### src/rtl/printable_escape_encoder_top_assert.svh
// Assertion macros used by the printable escape encoder RTL (pee_emit).
// Depends on a clock named clk_i and an active-low reset named rst_ni in scope.
`ifndef PRINTABLE_ESCAPE_ENCODER_TOP_ASSERT_SVH
`define PRINTABLE_ESCAPE_ENCODER_TOP_ASSERT_SVH

// Concurrent check on the rising clock, disabled while reset is asserted.
`define PEE_ASSERT(lbl, prop, msg) \
  lbl: assert property (@(posedge clk_i) disable iff (!rst_ni) (prop)) else $error(msg);

// Concurrent check on the rising clock that also holds during reset.
`define PEE_ASSERT_ALWAYS(lbl, prop, msg) \
  lbl: assert property (@(posedge clk_i) (prop)) else $error(msg);

`endif

### src/rtl/pee_pkg.sv
// Package for the printable escape encoder: field widths, register indexes,
// the per-item expansion plan type and the character encoding helpers.
package pee_pkg;

  localparam int unsigned DataW   = 8;
  localparam int unsigned CfgIdxW = 2;
  localparam int unsigned CfgW    = 11;
  localparam int unsigned ColW    = 10;
  localparam int unsigned TabW    = 4;

  localparam logic [CfgW-1:0] MaxLineWidth   = 11'd1024;
  localparam logic [CfgW-1:0] ResetLineWidth = 11'd64;
  localparam logic [TabW-1:0] ResetTabs      = 4'd0;

  localparam logic [DataW-1:0] ChNewline   = 8'h0a;
  localparam logic [DataW-1:0] ChTab       = 8'h09;
  localparam logic [DataW-1:0] ChBackslash = 8'h5c;
  localparam logic [DataW-1:0] ChFirstPrn  = 8'd32;
  localparam logic [DataW-1:0] ChLastPrn   = 8'd126;

  // Configuration register indexes.
  typedef enum logic [CfgIdxW-1:0] {
    REG_LINE_WIDTH  = 2'd0,
    REG_INDENT_TABS = 2'd1
  } pee_reg_e;

  // Input function codes.
  typedef enum logic {
    FUNC_ENCODE = 1'b0,
    FUNC_FINISH = 1'b1
  } pee_func_e;

  // Expansion of one item: optional newline, tabs, then one to three body chars.
  typedef struct packed {
    logic                  pre_nl;
    logic [TabW-1:0]       tabs;
    logic [1:0]            body_len;
    logic [2:0][DataW-1:0] body;
  } pee_plan_t;

  // Lower-case hex digit of a nibble.
  function automatic logic [DataW-1:0] hex_digit(input logic [3:0] nib);
    logic [DataW-1:0] res;
    if (nib < 4'd10) begin
      res = 8'h30 + {4'd0, nib};
    end else begin
      res = 8'h61 + {4'd0, nib - 4'd10};
    end
    return res;
  endfunction

endpackage

### src/rtl/pee_ifs.sv
// Handshake channel interfaces of the printable escape encoder.
// Depends on pee_pkg for the field widths.
interface pee_in_if;
  logic                        valid;
  logic                        ready;
  logic                        func;
  logic [pee_pkg::DataW-1:0]   data_byte;
  modport source (output valid, func, data_byte, input ready);
  modport sink   (input valid, func, data_byte, output ready);
endinterface

interface pee_out_if;
  logic                        valid;
  logic                        ready;
  logic [pee_pkg::DataW-1:0]   out_char;
  logic                        last_char;
  modport source (output valid, out_char, last_char, input ready);
  modport sink   (input valid, out_char, last_char, output ready);
endinterface

interface pee_cfg_if;
  logic                        valid;
  logic                        ready;
  logic [pee_pkg::CfgIdxW-1:0] index;
  logic [pee_pkg::CfgW-1:0]    data;
  modport source (output valid, index, data, input ready);
  modport sink   (input valid, index, data, output ready);
endinterface

### src/rtl/pee_plan.sv
// Accept side of the encoder: configuration registers, line position state and
// the combinational build of the expansion plan for one item. Uses pee_pkg.
module pee_plan (
  input  logic                        clk_i,
  input  logic                        rst_ni,
  input  logic                        cfg_valid_i,
  input  logic [pee_pkg::CfgIdxW-1:0] cfg_index_i,
  input  logic [pee_pkg::CfgW-1:0]    cfg_data_i,
  output logic                        cfg_ready_o,
  input  logic                        in_fire_i,
  input  logic                        func_i,
  input  logic [pee_pkg::DataW-1:0]   data_byte_i,
  output pee_pkg::pee_plan_t          plan_o
);
  import pee_pkg::*;

  logic [CfgW-1:0] line_width_q, line_width_d;
  logic [TabW-1:0] tabs_q, tabs_d;
  logic [ColW-1:0] col_q, col_d;
  logic            started_q, started_d;
  logic [CfgW-1:0] eff_width;
  logic [CfgW-1:0] col_next;
  logic            line_start;

  // Register writes are always taken.
  assign cfg_ready_o = 1'b1;

  // Writes to indexes outside the register list are dropped.
  always_comb begin
    line_width_d = line_width_q;
    tabs_d       = tabs_q;
    if (cfg_valid_i) begin
      unique case (cfg_index_i)
        REG_LINE_WIDTH: begin
          line_width_d = cfg_data_i;
        end
        REG_INDENT_TABS: begin
          tabs_d = cfg_data_i[TabW-1:0];
        end
        default: begin
          line_width_d = line_width_q;
        end
      endcase
    end
  end

  // Effective width is clamped to the range of the column count.
  always_comb begin
    priority if (line_width_q == '0) begin
      eff_width = 11'd1;
    end else if (line_width_q > MaxLineWidth) begin
      eff_width = MaxLineWidth;
    end else begin
      eff_width = line_width_q;
    end
  end

  assign col_next   = {1'b0, col_q} + 11'd1;
  assign line_start = (col_q == '0);

  // Line position advances on every accepted data beat; a finish beat resets it.
  always_comb begin
    col_d     = col_q;
    started_d = started_q;
    if (in_fire_i) begin
      if (func_i == FUNC_FINISH) begin
        col_d     = '0;
        started_d = 1'b0;
      end else begin
        col_d     = (col_next >= eff_width) ? '0 : col_next[ColW-1:0];
        started_d = 1'b1;
      end
    end
  end

  // Build the expansion of the offered item from the current state.
  always_comb begin
    plan_o          = '0;
    plan_o.body[0]  = ChNewline;
    plan_o.body_len = 2'd1;
    if (func_i == FUNC_FINISH) begin
      plan_o.pre_nl = 1'b1;
      plan_o.tabs   = tabs_q;
    end else begin
      plan_o.pre_nl = line_start && started_q;
      plan_o.tabs   = line_start ? tabs_q : '0;
      priority if (data_byte_i == ChBackslash) begin
        plan_o.body[0]  = ChBackslash;
        plan_o.body[1]  = ChBackslash;
        plan_o.body_len = 2'd2;
      end else if (data_byte_i >= ChFirstPrn && data_byte_i <= ChLastPrn) begin
        plan_o.body[0]  = data_byte_i;
        plan_o.body_len = 2'd1;
      end else begin
        plan_o.body[0]  = ChBackslash;
        plan_o.body[1]  = hex_digit(data_byte_i[7:4]);
        plan_o.body[2]  = hex_digit(data_byte_i[3:0]);
        plan_o.body_len = 2'd3;
      end
    end
  end

  always_ff @(posedge clk_i or negedge rst_ni) begin
    if (!rst_ni) begin
      line_width_q <= ResetLineWidth;
      tabs_q       <= ResetTabs;
      col_q        <= '0;
      started_q    <= 1'b0;
    end else begin
      line_width_q <= line_width_d;
      tabs_q       <= tabs_d;
      col_q        <= col_d;
      started_q    <= started_d;
    end
  end

endmodule

### src/rtl/pee_emit.sv
// Emit side of the encoder: holds one expansion plan and walks it one character
// per cycle, while the output register can take it. Uses pee_pkg and the assertion macros.
`include "printable_escape_encoder_top_assert.svh"

module pee_emit (
  input  logic                      clk_i,
  input  logic                      rst_ni,
  input  logic                      in_valid_i,
  input  pee_pkg::pee_plan_t        plan_i,
  output logic                      in_ready_o,
  output logic                      out_valid_o,
  input  logic                      out_ready_i,
  output logic [pee_pkg::DataW-1:0] out_char_o,
  output logic                      last_char_o
);
  import pee_pkg::*;

  logic                  plan_valid_q, plan_valid_d;
  logic                  pre_nl_q, pre_nl_d;
  logic [TabW-1:0]       tabs_q, tabs_d;
  logic [1:0]            len_q, len_d;
  logic [2:0][DataW-1:0] body_q, body_d;
  logic [1:0]            idx_q, idx_d;
  logic                  out_valid_q, out_valid_d;
  logic [DataW-1:0]      out_char_q, out_char_d;
  logic                  last_q, last_d;
  logic                  step;
  logic                  step_last;
  logic                  load;
  logic [DataW-1:0]      cur_char;

  // A character moves whenever a plan is held and the output register frees up.
  assign step      = plan_valid_q && (!out_valid_q || out_ready_i);
  assign step_last = !pre_nl_q && (tabs_q == '0) && (idx_q == len_q - 2'd1);
  assign in_ready_o = !plan_valid_q || (step && step_last);
  assign load      = in_valid_i && in_ready_o;

  // Current character of the held plan.
  always_comb begin
    priority if (pre_nl_q) begin
      cur_char = ChNewline;
    end else if (tabs_q != '0) begin
      cur_char = ChTab;
    end else begin
      cur_char = body_q[idx_q];
    end
  end

  // Plan register: loaded on an accepted beat, otherwise advanced per step.
  always_comb begin
    plan_valid_d = plan_valid_q;
    pre_nl_d     = pre_nl_q;
    tabs_d       = tabs_q;
    len_d        = len_q;
    body_d       = body_q;
    idx_d        = idx_q;
    if (load) begin
      plan_valid_d = 1'b1;
      pre_nl_d     = plan_i.pre_nl;
      tabs_d       = plan_i.tabs;
      len_d        = plan_i.body_len;
      body_d       = plan_i.body;
      idx_d        = '0;
    end else if (step) begin
      priority if (step_last) begin
        plan_valid_d = 1'b0;
      end else if (pre_nl_q) begin
        pre_nl_d = 1'b0;
      end else if (tabs_q != '0) begin
        tabs_d = tabs_q - 4'd1;
      end else begin
        idx_d = idx_q + 2'd1;
      end
    end
  end

  // Output register.
  always_comb begin
    out_valid_d = out_valid_q;
    out_char_d  = out_char_q;
    last_d      = last_q;
    if (step) begin
      out_valid_d = 1'b1;
      out_char_d  = cur_char;
      last_d      = step_last;
    end else if (out_ready_i) begin
      out_valid_d = 1'b0;
    end
  end

  always_ff @(posedge clk_i or negedge rst_ni) begin
    if (!rst_ni) begin
      plan_valid_q <= 1'b0;
      out_valid_q  <= 1'b0;
    end else begin
      plan_valid_q <= plan_valid_d;
      out_valid_q  <= out_valid_d;
    end
  end

  always_ff @(posedge clk_i) begin
    pre_nl_q   <= pre_nl_d;
    tabs_q     <= tabs_d;
    len_q      <= len_d;
    body_q     <= body_d;
    idx_q      <= idx_d;
    out_char_q <= out_char_d;
    last_q     <= last_d;
  end

  assign out_valid_o = out_valid_q;
  assign out_char_o  = out_char_q;
  assign last_char_o = last_q;

  // The body index never runs past the body held in the plan.
  `PEE_ASSERT(a_idx_in_body, plan_valid_q |-> (idx_q < len_q), "body index past body length")
  // Finishing a plan frees the plan register unless a new beat was loaded.
  `PEE_ASSERT(a_last_frees, (step && step_last && !in_valid_i) |=> !plan_valid_q,
              "plan register not freed after its last character")
  // A new output character only appears while a plan was held.
  `PEE_ASSERT(a_out_from_plan, $rose(out_valid_q) |-> $past(plan_valid_q),
              "output became valid without a held plan")

endmodule

### src/rtl/printable_escape_encoder_top.sv
// Top level of the printable escape encoder: binds the channel interfaces to the
// accept-side planner and the character emitter. Uses pee_pkg and pee_ifs.
//
// Bytes come in on in_i and leave as printable text on out_o, one character per
// beat, the final character of each item marked by last_char. An item yields
// 1 to 19 characters for a data byte (newline, up to indent_tabs tabs, then 1 to
// 3 encoded characters) and 2 to 17 for a finish item. The emitter's single
// output register moves one character per cycle while out_o is ready, and the
// next item is taken in the cycle its predecessor's last character leaves the
// plan, so a steady stream runs without bubbles. Register writes on cfg_i are
// taken at once and must be made while no item is in flight.
module printable_escape_encoder_top (
  input  logic      clk_i,
  input  logic      rst_ni,
  pee_cfg_if.sink   cfg_i,
  pee_in_if.sink    in_i,
  pee_out_if.source out_o
);
  import pee_pkg::*;

  pee_plan_t plan;
  logic      in_ready;
  logic      in_fire;

  assign in_fire    = in_i.valid && in_ready;
  assign in_i.ready = in_ready;

  // Configuration, line position and plan build.
  pee_plan u_plan (
    .clk_i       (clk_i),
    .rst_ni      (rst_ni),
    .cfg_valid_i (cfg_i.valid),
    .cfg_index_i (cfg_i.index),
    .cfg_data_i  (cfg_i.data),
    .cfg_ready_o (cfg_i.ready),
    .in_fire_i   (in_fire),
    .func_i      (in_i.func),
    .data_byte_i (in_i.data_byte),
    .plan_o      (plan)
  );

  // Character sequencer and output register.
  pee_emit u_emit (
    .clk_i       (clk_i),
    .rst_ni      (rst_ni),
    .in_valid_i  (in_i.valid),
    .plan_i      (plan),
    .in_ready_o  (in_ready),
    .out_valid_o (out_o.valid),
    .out_ready_i (out_o.ready),
    .out_char_o  (out_o.out_char),
    .last_char_o (out_o.last_char)
  );

endmodule

### src/flat_wrapper.sv
// flat-port wrapper written by rule: the top's interface ports become plain ports
module printable_escape_encoder_top_flat import pee_pkg::*;
  (clk_i, rst_ni, cfg_i_valid, cfg_i_index, cfg_i_data, cfg_i_ready, in_i_valid, in_i_func, in_i_data_byte, in_i_ready, out_o_valid, out_o_out_char, out_o_last_char, out_o_ready);
  pee_cfg_if cfg_i_i ();
  pee_in_if in_i_i ();
  pee_out_if out_o_i ();
  input  logic clk_i;
  input  logic rst_ni;
  input wire logic [$bits(cfg_i_i.valid)-1:0] cfg_i_valid;
  input wire logic [$bits(cfg_i_i.index)-1:0] cfg_i_index;
  input wire logic [$bits(cfg_i_i.data)-1:0] cfg_i_data;
  output wire logic [$bits(cfg_i_i.ready)-1:0] cfg_i_ready;
  input wire logic [$bits(in_i_i.valid)-1:0] in_i_valid;
  input wire logic [$bits(in_i_i.func)-1:0] in_i_func;
  input wire logic [$bits(in_i_i.data_byte)-1:0] in_i_data_byte;
  output wire logic [$bits(in_i_i.ready)-1:0] in_i_ready;
  output wire logic [$bits(out_o_i.valid)-1:0] out_o_valid;
  output wire logic [$bits(out_o_i.out_char)-1:0] out_o_out_char;
  output wire logic [$bits(out_o_i.last_char)-1:0] out_o_last_char;
  input wire logic [$bits(out_o_i.ready)-1:0] out_o_ready;
  assign cfg_i_i.valid = cfg_i_valid;
  assign cfg_i_i.index = cfg_i_index;
  assign cfg_i_i.data = cfg_i_data;
  assign cfg_i_ready = cfg_i_i.ready;
  assign in_i_i.valid = in_i_valid;
  assign in_i_i.func = in_i_func;
  assign in_i_i.data_byte = in_i_data_byte;
  assign in_i_ready = in_i_i.ready;
  assign out_o_valid = out_o_i.valid;
  assign out_o_out_char = out_o_i.out_char;
  assign out_o_last_char = out_o_i.last_char;
  assign out_o_i.ready = out_o_ready;
  printable_escape_encoder_top u_core (.clk_i(clk_i), .rst_ni(rst_ni), .cfg_i(cfg_i_i), .in_i(in_i_i), .out_o(out_o_i));
endmodule
### config.mk
export PLATFORM = sky130hd
export DESIGN_NAME = printable_escape_encoder_top_flat
export DESIGN_NICKNAME = d
export VERILOG_FILES = /design/src/rtl/pee_pkg.sv /design/src/rtl/pee_ifs.sv /design/src/rtl/pee_plan.sv /design/src/rtl/pee_emit.sv /design/src/rtl/printable_escape_encoder_top.sv /design/src/flat_wrapper.sv
export VERILOG_INCLUDE_DIRS = /design/src /design/src/rtl
export SDC_FILE = /design/constraint.sdc
export NUM_CORES = 1
export LEC_CHECK = 0
export BUFFER_PORTS_ARGS = -buffer_cell sky130_fd_sc_hd__buf_2
export CORE_MARGIN = 10
export CORE_UTILIZATION = 60
export CTS_CLUSTER_DIAMETER = 50
export CTS_CLUSTER_SIZE = 24
export DETAILED_ROUTE_END_ITERATION = 16
export PLACE_DENSITY = 0.89
export SKIP_LAST_GASP = 1
export SLEW_MARGIN = 25
export SYNTH_ARGS = -nofsm -noshare
export SYNTH_HDL_FRONTEND = slang
export SYNTH_SLANG_ARGS = --single-unit
### constraint.sdc
create_clock -name clk_i -period 3.75 [get_ports clk_i]
set_input_delay 0.1875 -clock clk_i [delete_from_list [all_inputs] [get_ports clk_i]]
set_output_delay 0.1875 -clock clk_i [all_outputs]
set_load 0.02 [all_outputs]
### Word level (Yosys, flattened, before mapping)

Index checks and enable logic that the tools add are counted.

* $add $sub $neg: 10
* magnitude comparators: 7
* eq/ne operators: 5
* mux-type cells: 30
* bitwise operators: 4
* reductions and logical operators: 30

Operators with widths (count)
* 2-to-1 mux 8 bit: 4
* 2-to-1 mux 4 bit: 6
* 2-to-1 mux 11 bit: 2
* 2-to-1 mux 10 bit: 2
* adder 7 x 4 -> 8 bit, first input constant: 2
* binary-select mux 8 bit (select 2 bit): 1
* 2-to-1 mux 15 bit: 1
* adder 6 x 4 -> 7 bit, first input constant: 2
* adder 10 x 1 -> 11 bit, second input constant: 1
* >= comparator 11 bit: 1
* greater-than comparator 11 bit, second input constant: 1
* logical NOT 11 bit: 1
* logical NOT 10 bit: 1
* 2-to-1 mux 1 bit: 9
* equality test 8 x 7 -> 1 bit, second input constant: 1
* >= comparator 8 x 6 -> 1 bit, second input constant: 1
* less-or-equal comparator 8 x 7 -> 1 bit, second input constant: 1
* less-than comparator 4 bit, second input constant: 2
* AND reduction 2 bit: 4
* AND reduction 4 bit: 2
* nonzero test 2 bit: 4
* subtractor 4 bit, second input constant: 2
* logical AND 1 bit: 7
* 2-to-1 mux 7 bit: 1
* other kinds (17): 27

* register bits after elaboration: 70
* input bits: 27
* word-level logic and storage cells: 104

### Longest topological paths before layout

* word-level depth: 8
* gate-level depth with buffers: 12
* gate-level depth less buffers: 11

### By module

From an unflattened synthesis, not the netlist that was laid out.

* cells, all modules: 367
* area, all modules: 4028.9 sq um

By module, submodules not included
* pee_plan: times used 1, cells each 244, area an instance 2189.6 sq um, sequential area each 651.9 sq um
* pee_emit: times used 1, cells each 122, area an instance 1833.0 sq um, sequential area each 1291.2 sq um
* printable_escape_encoder_top: times used 1, cells each 1, area an instance 6.3 sq um, sequential area each 0.0 sq um

### Worst setup path before layout

No wires, ideal clock.

* path type: register to register
* start: reg u_core.u_plan.col_q[2]
* end: reg u_core.u_plan.col_q[3]
* arrival: 2.254 ns
* setup slack: 1.356 ns
* cell stages (with the launch flop): 13
* period minus slack after synthesis: 2.394 ns
* cell sequence: dfrtp_1 > buf_2 > nand3_1 > nor3_1 > and3_1 > xnor2_1 > inv_1 > ha_1 > nand3_1 > a211oi_1 > nor3_2 > o21ai_1 > o21ai_0

* word-level cells in the longest chain between the ends: 4

Ends and longest elaborated chain
* start, declared: line pee_plan.sv:19 `logic [ColW-1:0] col_q, col_d;`
* start signal, assigned: line pee_plan.sv:112 `col_q <= col_d;`
* adder 10 x 1 -> 11 bit (*): line pee_plan.sv:58 `assign col_next = {1'b0, col_q} + 11'd1;`
* >= comparator 11 bit: line pee_plan.sv:70 `col_d = (col_next >= eff_width) ? '0 : col_next[ColW-1:0];`
* 2-to-1 mux 10 bit (*): line pee_plan.sv:70
* 2-to-1 mux 10 bit (*): line pee_plan.sv:66 `if (func_i == FUNC_FINISH) begin`

Every way passes the cells marked *; elsewhere a longest branch is shown, timed or not.
A chain may end at the register's enable or synchronous reset.

### Worst setup path in the final report

* start: reg u_core.u_plan.col_q[2]
* end: reg u_core.u_plan.col_q[1]

* word-level cells in the longest chain between the ends: 4

Ends and longest elaborated chain (line)
* adder 10 x 1 -> 11 bit: pee_plan.sv:58
* >= comparator 11 bit: pee_plan.sv:70
* 2-to-1 mux 10 bit: pee_plan.sv:70
* 2-to-1 mux 10 bit: pee_plan.sv:66

Every way passes these cells.

==> metrics.txt <==
worst-skew pair later-pin latency 0.35 ns; CP Cell Sequence nand3_1 > nor3_1 > and3_1 > xnor2_1 > inv_1 > ha_1 > nand3_1 > a211oi_1 > nor3_2 > o21ai_1 > o22ai_1; Crit path largest cell delay 0.50 ns; Syn Inst Count 352; maxcap violations 0; first-iteration detailed-routing DRC count 225; HP Class in -> reg; port bufs 37; DR vias 2867; DRC 0; status complete, no violations; R2R Setup Slk 0.81 ns; final setup violation count 0; pre-CTS setup slack between 0.9 and 1 ns; CTS resizes 0; dpl cell area 3970 sq um; cell mode on critical path nand3_1; CTS Buf Count 9; # fillers 434; number of synthesized flops with an enable pin 37; post-detail-place hpwl between 5000 and 6000 microns; largest net degree at the start of global routing 29; antenna viol nets, final 0; Initial Util between 60% and 70%; metal3 WL 715 microns; post-synthesis async set-or-reset flop share roughly two fifths; cell taking the most area after synthesis edfxtp_1; Worst Path Max Fanout 9; r2r endpoint u_core.u_plan.col_q[1]$_DFFE_PN0P_; global-route wire length before repair 13800 microns; CTS tree yes; drt wl/cell about 18 microns; fin nets 447; skew final about 0.0084 ns; Synth Net Count 404; Final Cell Area ~4200 sq um; Syn-to-layout area delta 13.7%; multi-input logic area between 1500 and 2000 sq um; Final WS setup 0.808 ns; Main synth FF type edfxtp_1; core area 5960 sq um; top sig layer met4; hold_ws 0.0385 ns; CTS clk-pin slew, worst paths ~0.07 ns; hold_buf cts 1; Crit Path Category reg -> reg; gpl congestion between 0.9 and 1; maximum vdd drop 0.520 mV; register area 1850 sq um; Pleak 1.77 nW; clock buffer depth 2; antenna violations before repair 0; slowest library cell on the worst path dfrtp_1; Pre-antenna DRT Iters 5; Hold EP u_core.u_plan.line_width_q[10]$_DFFE_PN0P_; post-route setup TNS 0 ns; Clock Sinks 67; Worst-Margin Slew approximately 0.66 ns; Top Ports 39; Post-Syn Area 3710 sq um; max frequency between 300 and 400 MHz; number of global-route vias before repair 2820; die extent in y between 90 and 100 microns; Power Dens Cells 496 nW/um^2; Worst Hold Depth 3; sequential fraction of the synthesis area 49.9%; RSZ-0062 raised after global routing no; DRT met1 WL between 3000 and 4000 microns; reg2reg start u_core.u_plan.col_q[2]$_DFFE_PN0P_; final slew viol count 0; hold_sp cfg_i_data[10]; largest cells by area after synthesis edfxtp_1 (30%), dfrtp_1 (18%), ha_1 (8.4%); Worst Path Arrival ~3.2 ns; Yosys reg bits 67; layout cells sized above 1 19.8%; Core Rows 28; Yosys cell types 55; Rel. slew slack 55.9%; Die Width 98.7 microns; Worst Setup End Kind register; clk root buf clkbuf_8; Final period util 78.5%; Post-CTS Setup Inserts 0; final hold violation count 0; remaining global-route overflow 0; Mapped Avg Cell Area 10.5 sq um; H-tree levels 3; total length of routed met2 wires 3880 microns; Synth top area share 29.9%; YS warnings 0; CP startpoint kind register; Routed WL 8390 microns; Ant. Diodes 0; worst path required time 3.95 ns; minimum clock period 2.94 ns; Avg Vias per Cell 6.04; most common cell after layout, fill and taps aside nand2_1; Total GRT Usage 17.5%; DIE AREA 9730 sq um; cell depth of the worst flop-to-flop path 11; most frequent cells in the layout nand2_1 (42), buf_2 (37), edfxtp_1 (37)
==> layout make-up <==
cell class / count / share of cell area [%]
clock buffers: 12 / 3.44
repair buffers: 41 / 5.16
clock inverters: 4 / 2.31
multi-input cells: 255 / 41.1
well taps: 75 / 2.22
flip-flops and latches: 67 / 43.9
inverters: 21 / 1.87
==> critical path, delay by kind of cell, from the launching register on <==
kind            cells  cell delay (ns)
simple gates        5             0.90
compound gates      3             0.83
flops               1             0.50
fa+ha+maj           1             0.31
xor+xnor            1             0.17
buf+inv             1             0.09
==> cell families (layout without fill, tap and decap cells) <==
| family | count (synthesis) | after routing | synth area share (%) |
|---|---|---|---|
| AOI/OAI and AO/OA | 67 | 67 | 11.1 |
| and+or+nand+nor | 123 | 123 | 16.8 |
| DFF | 67 | 67 | 49.9 |
| other | 2 | 2 | 0.202 |
| muxes | 21 | 21 | 6.20 |
| adders and majority gates | 25 | 25 | 8.43 |
| buffers and inverters | 30 | 78 | 3.40 |
| xor gates and xnor gates | 17 | 17 | 4.01 |
==> stage by stage <==
stage,power [W],utilization (%),std cells
final,0.00209,70.8,475
after global routing,0.00219,70.8,475
after CTS,0.00209,70.8,475
after detailed placement,0.00136,66.6,458
after global placement,0.00133,66.6,458
after floorplan,0.00123,-,352
==> registers in the layout, indices dropped and copies added, names as in the netlist <==
name / flops
u_core.u_plan.tabs_q: 4
u_core.u_plan.started_q: 1
u_core.u_plan.line_width_q: 11
u_core.u_emit.out_char_o: 8
u_core.u_emit.body_q: 21
u_core.u_emit.tabs_q: 4
u_core.u_emit.len_q: 2
u_core.u_emit.idx_q: 2
u_core.u_emit.plan_valid_q: 1
u_core.u_emit.last_char_o: 1
u_core.u_emit.out_valid_o: 1
u_core.u_plan.col_q: 10
u_core.u_emit.pre_nl_q: 1
==> per-layer routing <==
metal	global-route usage [%]	vias up
met5	0	-
met1	22.3	1339
met2	27.0	157
met4	8.93	0
li1	-	1344
met3	4.54	27
==> synthesized netlist by cell type (all sizes together) (3+ instances only) <==
library cell	n
nand2	42
edfxtp	37
dfrtp	27
ha	25
nor2	25
o21ai	21
a21oi	20
inv	20
mux2	13
xnor2	13
nand2b	9
nand3	9
mux2i	8
buf	7
nor3	5
nor4	5
o211ai	5
a31oi	4
nor2b	4
xor2	4
a211oi	3
and4	3
nand3b	3
nor3b	3
or2	3
==> how the worst max path moves through the flow <==
stage,from,endpoint,slack (ns)
4_1_cts,u_core.u_plan.col_q[2]$_DFFE_PN0P_,u_core.u_plan.col_q[3]$_DFFE_PN0P_,0.84
5_1_grt,u_core.u_plan.col_q[2]$_DFFE_PN0P_,u_core.u_plan.col_q[3]$_DFFE_PN0P_,0.56
3_5_place_dp,u_core.u_plan.col_q[2]$_DFFE_PN0P_,u_core.u_plan.col_q[3]$_DFFE_PN0P_,0.91
3_3_place_gp,u_core.u_plan.col_q[2]$_DFFE_PN0P_,u_core.u_plan.col_q[1]$_DFFE_PN0P_,1.05
2_1_floorplan,u_core.u_plan.col_q[2]$_DFFE_PN0P_,u_core.u_plan.col_q[3]$_DFFE_PN0P_,1.36
6_report,u_core.u_plan.col_q[2]$_DFFE_PN0P_,u_core.u_plan.col_q[1]$_DFFE_PN0P_,0.81
==> where the power goes <==
group | switching [W] | leakage [nW] | internal [W]
Combinational | 0.000234 | 0.950 | 0.000181
Clock | 0.000276 | 0.117 | 0.000461
Sequential | 0.0000904 | 0.701 | 0.000851
Total | 0.000601 | 1.77 | 0.00149
Power figures use the tool's default switching activity.
